[src/ccs_pkg.sv]
// Shared types, operation codes and digit helpers for the chiming clock.
// No dependencies; used by clock_with_chime_and_segment_scan and the bench.
package ccs_pkg;

    // Operation codes of an input beat
    localparam logic [2:0] OP_SECOND_TICK = 3'd0;
    localparam logic [2:0] OP_SCAN_TICK   = 3'd1;
    localparam logic [2:0] OP_PAUSE       = 3'd2;
    localparam logic [2:0] OP_SET_TIME    = 3'd3;
    localparam logic [2:0] OP_TOGGLE_MODE = 3'd4;

    // Set-time error codes
    localparam logic [1:0] ERR_NONE    = 2'd0;
    localparam logic [1:0] ERR_HOURS   = 2'd1;
    localparam logic [1:0] ERR_MINUTES = 2'd2;
    localparam logic [1:0] ERR_SECONDS = 2'd3;

    // Digit code of the C glyph
    localparam logic [3:0] GLYPH_C = 4'd12;

    // Clock limits
    localparam logic [4:0] MAX_HOUR   = 5'd23;
    localparam logic [5:0] MAX_MINUTE = 6'd59;
    localparam logic [5:0] MAX_SECOND = 6'd59;
    localparam logic [4:0] NOON_HOUR  = 5'd12;
    localparam logic [4:0] MIDNIGHT_CHIMES = 5'd24;

    // Colon / decimal point bit
    localparam logic [7:0] SEG_DOT = 8'h80;

    typedef struct packed {
        logic [2:0]         operation;
        logic [6:0]         new_hours;
        logic [6:0]         new_minutes;
        logic [6:0]         new_seconds;
        logic signed [11:0] temperature_tenths;
    } in_beat_t;

    typedef struct packed {
        logic [7:0] segments;
        logic [3:0] digit_select;
        logic       led_on;
        logic [4:0] hours;
        logic [5:0] minutes;
        logic [5:0] seconds;
        logic [1:0] set_error;
        logic       show_temperature;
        logic       paused;
    } out_beat_t;

    // Seven-segment pattern of a hex digit code
    function automatic logic [7:0] seg_pattern(input logic [3:0] d);
        logic [7:0] p;
        case (d)
            4'd0:    p = 8'h5F;
            4'd1:    p = 8'h06;
            4'd2:    p = 8'h3B;
            4'd3:    p = 8'h2F;
            4'd4:    p = 8'h66;
            4'd5:    p = 8'h6D;
            4'd6:    p = 8'h7D;
            4'd7:    p = 8'h07;
            4'd8:    p = 8'h7F;
            4'd9:    p = 8'h6F;
            4'd10:   p = 8'h77;
            4'd11:   p = 8'h7C;
            4'd12:   p = 8'h59;
            4'd13:   p = 8'h3E;
            4'd14:   p = 8'h79;
            default: p = 8'h71;
        endcase
        return p;
    endfunction

    // Tens digit of a value below 64: multiply by 205/2048
    function automatic logic [3:0] tens_of(input logic [5:0] v);
        logic [13:0] p;
        p = 14'(v) * 14'd205;
        return {1'b0, p[13:11]};
    endfunction

    // Ones digit of a value below 64
    function automatic logic [3:0] ones_of(input logic [5:0] v);
        logic [5:0] r;
        r = v - 6'(tens_of(v)) * 6'd10;
        return r[3:0];
    endfunction

endpackage

[src/ccs_temp_digits.sv]
// Temperature clamp to 0..999 tenths and split into three decimal digits.
// No dependencies; purely combinational.
module ccs_temp_digits (
    input  logic signed [11:0] temperature_tenths,
    output logic [3:0]         tenths_digit,
    output logic [3:0]         ones_digit,
    output logic [3:0]         tens_digit
);

    logic [9:0]  clamped;
    logic [17:0] prod_10;
    logic [15:0] prod_100;
    logic [6:0]  quot_10;
    logic [3:0]  quot_100;
    logic [9:0]  rem_10;
    logic [6:0]  rem_100;

    // Saturate to 0..999
    always_comb begin
        if (temperature_tenths < 12'sd0) begin
            clamped = 10'd0;
        end else if (temperature_tenths > 12'sd999) begin
            clamped = 10'd999;
        end else begin
            clamped = temperature_tenths[9:0];
        end
    end

    // Reciprocal multiplies: exact for 0..999
    always_comb begin
        prod_10      = 18'(clamped) * 18'd205;
        quot_10      = prod_10[17:11];
        prod_100     = 16'(clamped) * 16'd41;
        quot_100     = prod_100[15:12];
        rem_10       = clamped - 10'(quot_10) * 10'd10;
        rem_100      = quot_10 - 7'(quot_100) * 7'd10;
        tenths_digit = rem_10[3:0];
        ones_digit   = rem_100[3:0];
        tens_digit   = quot_100;
    end

endmodule

[src/clock_with_chime_and_segment_scan.sv]
// Beats pass the input register, then the result register; all work is one pass of logic
// between them. Throughput: one beat per cycle unless m_ready stalls the output.
// Reset (aresetn low, synchronous): clock 11:59:50, running, time display, chime idle,
// LED off, scan slot 0, shown time and temperature digits zero, both stages empty.
// Uses ccs_pkg and ccs_temp_digits.
module clock_with_chime_and_segment_scan (
    input  logic              aclk,
    input  logic              aresetn,
    input  logic              s_valid,
    output logic              s_ready,
    input  ccs_pkg::in_beat_t s_data,
    output logic              m_valid,
    input  logic              m_ready,
    output ccs_pkg::out_beat_t m_data
);

    // Pipeline handshake registers
    logic               in_valid_reg;
    ccs_pkg::in_beat_t  in_data_reg;
    logic               m_valid_reg;
    ccs_pkg::out_beat_t m_data_reg;
    logic               out_ready;
    logic               step;

    // Clock state
    logic [4:0] hour_reg, hour_next;
    logic [5:0] minute_reg, minute_next;
    logic [5:0] second_reg, second_next;
    logic [4:0] shown_hour_reg, shown_hour_next;
    logic [5:0] shown_minute_reg, shown_minute_next;
    logic [3:0] temp_digit_reg [4];
    logic [3:0] temp_digit_next [4];
    logic [4:0] chime_reg, chime_next;
    logic       led_reg, led_next;
    logic [1:0] scan_reg, scan_next;
    logic       mode_reg, mode_next;
    logic       pause_reg, pause_next;

    ccs_pkg::out_beat_t result;

    logic [3:0] t_tenths, t_ones, t_tens;
    logic [3:0] digit;
    logic       load_temp;
    logic [4:0] hour_inc;

    assign out_ready = !m_valid_reg || m_ready;
    assign s_ready   = !in_valid_reg || out_ready;
    assign step      = in_valid_reg && out_ready;
    assign m_valid   = m_valid_reg;
    assign m_data    = m_data_reg;

    ccs_temp_digits u_temp (
        .temperature_tenths (in_data_reg.temperature_tenths),
        .tenths_digit       (t_tenths),
        .ones_digit         (t_ones),
        .tens_digit         (t_tens)
    );

    // Next state and result of the registered beat
    always_comb begin
        hour_next         = hour_reg;
        minute_next       = minute_reg;
        second_next       = second_reg;
        shown_hour_next   = shown_hour_reg;
        shown_minute_next = shown_minute_reg;
        for (int i = 0; i < 4; i++) begin
            temp_digit_next[i] = temp_digit_reg[i];
        end
        chime_next = chime_reg;
        led_next   = led_reg;
        scan_next  = scan_reg;
        mode_next  = mode_reg;
        pause_next = pause_reg;
        load_temp  = 1'b0;
        hour_inc   = 5'd0;
        digit      = 4'd0;
        result     = '0;

        case (in_data_reg.operation)
            ccs_pkg::OP_SECOND_TICK: begin
                if (!pause_reg) begin
                    if (second_reg >= ccs_pkg::MAX_SECOND) begin
                        second_next = 6'd0;
                        if (minute_reg >= ccs_pkg::MAX_MINUTE) begin
                            minute_next = 6'd0;
                            hour_inc = (hour_reg >= ccs_pkg::MAX_HOUR) ? 5'd0 : hour_reg + 5'd1;
                            hour_next = hour_inc;
                            // Arm chime: twice the hour in 12-hour form
                            if (hour_inc > ccs_pkg::NOON_HOUR) begin
                                chime_next = 5'((hour_inc - ccs_pkg::NOON_HOUR) << 1);
                            end else if (hour_inc == 5'd0) begin
                                chime_next = ccs_pkg::MIDNIGHT_CHIMES;
                            end else begin
                                chime_next = 5'(hour_inc << 1);
                            end
                        end else begin
                            minute_next = minute_reg + 6'd1;
                        end
                    end else begin
                        second_next = second_reg + 6'd1;
                    end
                    shown_hour_next   = hour_next;
                    shown_minute_next = minute_next;
                    load_temp         = mode_reg;
                end
                // Chime runs even while paused
                if (chime_next != 5'd0) begin
                    led_next   = !led_reg;
                    chime_next = chime_next - 5'd1;
                end
            end
            ccs_pkg::OP_SCAN_TICK: begin
                if (!mode_reg) begin
                    case (scan_reg)
                        2'd0:    digit = ccs_pkg::ones_of(shown_minute_reg);
                        2'd1:    digit = ccs_pkg::tens_of(shown_minute_reg);
                        2'd2:    digit = ccs_pkg::ones_of({1'b0, shown_hour_reg});
                        default: digit = ccs_pkg::tens_of({1'b0, shown_hour_reg});
                    endcase
                    result.segments = ccs_pkg::seg_pattern(digit);
                    // Colon blinks on even seconds
                    if (scan_reg == 2'd2 && !second_reg[0]) begin
                        result.segments = result.segments ^ ccs_pkg::SEG_DOT;
                    end
                end else begin
                    digit = temp_digit_reg[scan_reg];
                    result.segments = ccs_pkg::seg_pattern(digit);
                    if (scan_reg == 2'd3) begin
                        result.segments = result.segments | ccs_pkg::SEG_DOT;
                    end
                end
                result.digit_select = 4'b1000 >> scan_reg;
                scan_next = scan_reg + 2'd1;
            end
            ccs_pkg::OP_PAUSE: begin
                pause_next = 1'b1;
            end
            ccs_pkg::OP_SET_TIME: begin
                if (pause_reg) begin
                    hour_next   = 5'd0;
                    minute_next = 6'd0;
                    second_next = 6'd0;
                    if (in_data_reg.new_hours > 7'(ccs_pkg::MAX_HOUR)) begin
                        result.set_error = ccs_pkg::ERR_HOURS;
                    end else begin
                        hour_next = in_data_reg.new_hours[4:0];
                        if (in_data_reg.new_minutes > 7'(ccs_pkg::MAX_MINUTE)) begin
                            result.set_error = ccs_pkg::ERR_MINUTES;
                        end else begin
                            minute_next = in_data_reg.new_minutes[5:0];
                            if (in_data_reg.new_seconds > 7'(ccs_pkg::MAX_SECOND)) begin
                                result.set_error = ccs_pkg::ERR_SECONDS;
                            end else begin
                                second_next = in_data_reg.new_seconds[5:0];
                                pause_next  = 1'b0;
                            end
                        end
                    end
                end
            end
            ccs_pkg::OP_TOGGLE_MODE: begin
                mode_next = !mode_reg;
                load_temp = !mode_reg;
            end
            default: begin
            end
        endcase

        // Temperature digits, least significant slot first
        if (load_temp) begin
            temp_digit_next[0] = ccs_pkg::GLYPH_C;
            temp_digit_next[1] = t_tenths;
            temp_digit_next[2] = t_ones;
            temp_digit_next[3] = t_tens;
        end

        result.led_on           = led_next;
        result.hours            = hour_next;
        result.minutes          = minute_next;
        result.seconds          = second_next;
        result.show_temperature = mode_next;
        result.paused           = pause_next;
    end

    // Handshake control
    always_ff @(posedge aclk) begin
        if (!aresetn) begin
            in_valid_reg <= 1'b0;
            m_valid_reg  <= 1'b0;
        end else begin
            if (s_ready) begin
                in_valid_reg <= s_valid;
            end
            if (out_ready) begin
                m_valid_reg <= in_valid_reg;
            end
        end
    end

    // Payload registers
    always_ff @(posedge aclk) begin
        if (s_ready && s_valid) begin
            in_data_reg <= s_data;
        end
        if (step) begin
            m_data_reg <= result;
        end
    end

    // Clock state registers
    always_ff @(posedge aclk) begin
        if (!aresetn) begin
            hour_reg         <= 5'd11;
            minute_reg       <= 6'd59;
            second_reg       <= 6'd50;
            shown_hour_reg   <= 5'd0;
            shown_minute_reg <= 6'd0;
            for (int i = 0; i < 4; i++) begin
                temp_digit_reg[i] <= 4'd0;
            end
            chime_reg <= 5'd0;
            led_reg   <= 1'b0;
            scan_reg  <= 2'd0;
            mode_reg  <= 1'b0;
            pause_reg <= 1'b0;
        end else if (step) begin
            hour_reg         <= hour_next;
            minute_reg       <= minute_next;
            second_reg       <= second_next;
            shown_hour_reg   <= shown_hour_next;
            shown_minute_reg <= shown_minute_next;
            for (int i = 0; i < 4; i++) begin
                temp_digit_reg[i] <= temp_digit_next[i];
            end
            chime_reg <= chime_next;
            led_reg   <= led_next;
            scan_reg  <= scan_next;
            mode_reg  <= mode_next;
            pause_reg <= pause_next;
        end
    end

endmodule

[config.mk]
export PLATFORM = sky130hd
export DESIGN_NAME = clock_with_chime_and_segment_scan
export DESIGN_NICKNAME = d
export VERILOG_FILES = /design/src/ccs_pkg.sv /design/src/ccs_temp_digits.sv /design/src/clock_with_chime_and_segment_scan.sv
export SDC_FILE = /design/constraint.sdc
export NUM_CORES = 1
export LEC_CHECK = 0
export BUFFER_PORTS_ARGS = -buffer_cell sky130_fd_sc_hd__buf_2
export CORE_MARGIN = 2
export CORE_UTILIZATION = 30
export CTS_BUF_LIST = sky130_fd_sc_hd__clkbuf_2
export CTS_CLUSTER_SIZE = 16
export DETAILED_ROUTE_END_ITERATION = 8
export GPL_TIMING_DRIVEN = 0
export PLACE_DENSITY = 0.44
export SETUP_SLACK_MARGIN = 0.02
export SLEW_MARGIN = 10
export SYNTH_ARGS = -nofsm -noshare
export SYNTH_HDL_FRONTEND = slang
export SYNTH_HIERARCHICAL = 1
export SYNTH_SLANG_ARGS = --single-unit
[constraint.sdc]
create_clock -name aclk -period 16.55 [get_ports aclk]
set_clock_uncertainty 0.1 [all_clocks]
set_input_delay 4.1375 -clock aclk [delete_from_list [all_inputs] [get_ports aclk]]
set_output_delay 4.1375 -clock aclk [all_outputs]
set_load 0.05 [all_outputs]
==> flow_summary.yaml <==
global_route:
  grt_pass1_vias: 7327
  antenna_found_initial: 1
  grt_pass1_wl_um: 39110
  track_usage: 0.1485
  grt_start_max_net_pins: 34
  grt_overflow: 0
floorplan:
  die_w_um: 183.5
  ioPinCount: 76
  die_y_um: 183.5
  initial_core_util: 0.3055
  fp-row-count: 65
  core_mm2: 0.03164
  dieArea_mm2: 0.03367
timing:
  fin_crit_sh: 0.5431
  setup_viol: 0
  fin_ws_ns: 7.562
  slew_violations: 0
  grt_setup_unrepaired: "false"
  tightest_slew_ns: 1.018
  hold_violations: 0
  tns_ns: 0
  min_period_ns: 8.988
  relSlewSlack: 0.3195
  fmax_ghz: 0.1113
logic_synthesis:
  synthCells: 995
  syn_area_per_cell_um2: 9.714
  synth_area_mm2: 0.009666
  synth.most_common_cell: "ha_1"
  synth-seq-area-share: 0.3438
  dominantRegCellSynth: "edfxtp_1"
  synth_cell_types: 87
  yosysTopAreaCellShare: 0.2548
  synth.area.top_cells: "edfxtp_1, ha_1, dfxtp_1"
  synth_nets: 1211
  postSynth.asyncResetShare: 0
  ys_ff_latch: 125
  ys_warn_count: 6
  synth-edff-count: 82
  synthTopCellsByCount: "ha_1, inv_1, nand2_1"
  yosysTopAreaCell: "edfxtp_1"
routing:
  drtPass1Iterations: 5
  routed_via_density: 4.893
  drc: 0
  first_iter_violations: 491
  wl_per_cell_um: 15.74
  antenna_left: 0
  dr_total_vias: 7374
  drt-total-wl_um: 23710
worst_setup_path:
  critical_path_required_ns: 12.31
  critPathMaxStageDelay_ns: 0.22
  cp-end-kind: "output pin"
  crit_path_start_kind: "primary input"
  critPathMaxFanout: 4
  crit_type: "primary input to output pin"
  slowest_stage: "buf_2"
  path_buf_inv: 2
  r2r_slack_ns: 9.30
  r2r-end: "temp_digit_reg[2][3]$_SDFFCE_PN0P_"
  critPathLaunch: "m_ready"
  critical_path.cell_chain: "buf_2, nor2b_1, nand2_1, buf_2"
  arrival_ns: 4.75
  r2r-start: "in_data_reg[10]$_DFFE_PP_"
  crit_top_cell: "buf_2"
  r2r_cells: 23
  crit_family: "buffers and inverters"
clocking:
  clkSinkCount: 125
  path_clk_slew_ns: 0.22
  postCtsSetupBuffers: 0
  cts_inserted_buffers: 17
  clkLatencyLatePin_ns: 0.71
  h-tree-depth: 4
  ctsHoldBuffers: 0
  cts_tree: "yes"
  clock_path_buffers: 2
  cts-root-buf: "clkbuf_2"
  cts-resized-gates: 0
min_path:
  hold_path_depth: 2
  min_path_type: "register to register"
  worstHoldStart: "chime_reg[2]$_SDFFE_PN0P_"
  min_delay_worst_endpoint: "chime_reg[2]$_SDFFE_PN0P_"
place:
  globalplace.congestion: 0.8524
  dp_slack_ns: 7.560
  hpwlAfterDp_um: 18560
  numPortBuffers: 75
power:
  power.density_mw_per_mm2: 80.46
  power.leakage_nw: 4.969
  ir_drop_v: 0.00004159
  power.total_w: 0.0008724
final_layout:
  post-route-util: 0.3427
  areaGrowthSynthToFinish_pct: 12.18
  multi_input_area_mm2: 0.005717
  n_fill_cell: 3277
  nets: 1307
  largest_reg_flops: 36
  regArea_mm2: 0.003323
  drive_gt1_frac: 0.1368
run:
  cap_violations: 0
status:
  status: "completed"
## cells by family (layout without fill, tap and decap cells)
family / Yosys count / count (layout) / share of synthesized area
AO/OA/AOI/OAI: 179 / 179 / 0.1336
XOR/XNOR: 35 / 35 / 0.03482
adder cells (fa/ha/maj): 176 / 176 / 0.2527
buffers and inverters: 161 / 270 / 0.06485
flip-flops: 125 / 125 / 0.3438
multiplexers: 19 / 19 / 0.02291
other: 0 / 1 / 0
AND/OR/NAND/NOR: 300 / 300 / 0.1473
## cell usage in the layout (no fill, tap or decap), types with 24 or more instances in the layout
cell,count
inv_1,126
o21ai_0,24
buf_2,81
nand2_1,94
fa_1,32
nand3_1,31
dfxtp_1,43
nor2_1,75
edfxtp_1,82
a21oi_1,37
ha_1,144
## worst reg2reg max path: stages (launching register included)
cell,delay [ns]
edfxtp_1,0.52
o21bai_2,0.32
nor3b_1,0.87
ha_1,0.42
fa_1,0.50
fa_1,0.51
inv_1,0.05
fa_1,0.54
inv_1,0.05
ha_1,0.28
o2111ai_1,0.11
o21ai_1,0.33
a21oi_2,0.14
xnor2_1,0.37
nor2_1,0.10
fa_1,0.41
xnor2_1,0.18
xnor2_1,0.15
xnor2_1,0.16
a21bo_2,0.24
o32a_1,0.21
xnor2_2,0.15
xor2_1,0.14
and2_1,0.13
## per-layer routing
| metal | GRT usage | vias to the layer above | share of wire |
|---|---|---|---|
| li1 | - | 3713 | - |
| met4 | 0.03520 | 0 | 0.011 |
| met3 | 0.02298 | 14 | 0.037 |
| met1 | 0.2132 | 3482 | 0.51 |
| met2 | 0.2341 | 165 | 0.44 |
| met5 | 0 | - | 0 |
## metrics by stage
stage	instance area, um2	hold slack (ns)	instances
3_3_place_gp	10540	0.3439	1472
5_1_grt	10840	0.4068	1507
4_1_cts	10840	0.3796	1506
3_5_place_dp	10590	0.3549	1474
6_report	10840	0.3720	1507
2_1_floorplan	9666	0.3313	995
## final cells by class
class                   count  area share
multi-input cells         709      0.5272
flip-flops and latches    125      0.3065
well taps                 402     0.04639
inverters                 128     0.04431
repair buffers             77     0.03831
clock inverters            13     0.01465
plain buffers              33     0.01362
clock buffers              19    0.008770
diodes                      1   0.0002308
## worst max path at each step
stage | endpoint | slack (ns) | cells after the start
2_1_floorplan | s_ready | 7.67 | 2
3_3_place_gp | s_ready | 7.56 | 4
3_5_place_dp | s_ready | 7.56 | 4
4_1_cts | s_ready | 7.56 | 4
5_1_grt | s_ready | 7.51 | 4
6_report | s_ready | 7.56 | 4
## power by group
part / switching [W] / internal, W
clock: 0.000139 / 0.0000750
combinational: 0.000169 / 0.000131
sequential: 0.00000945 / 0.000348
Note: power is estimated with default switching activity, not from simulation.
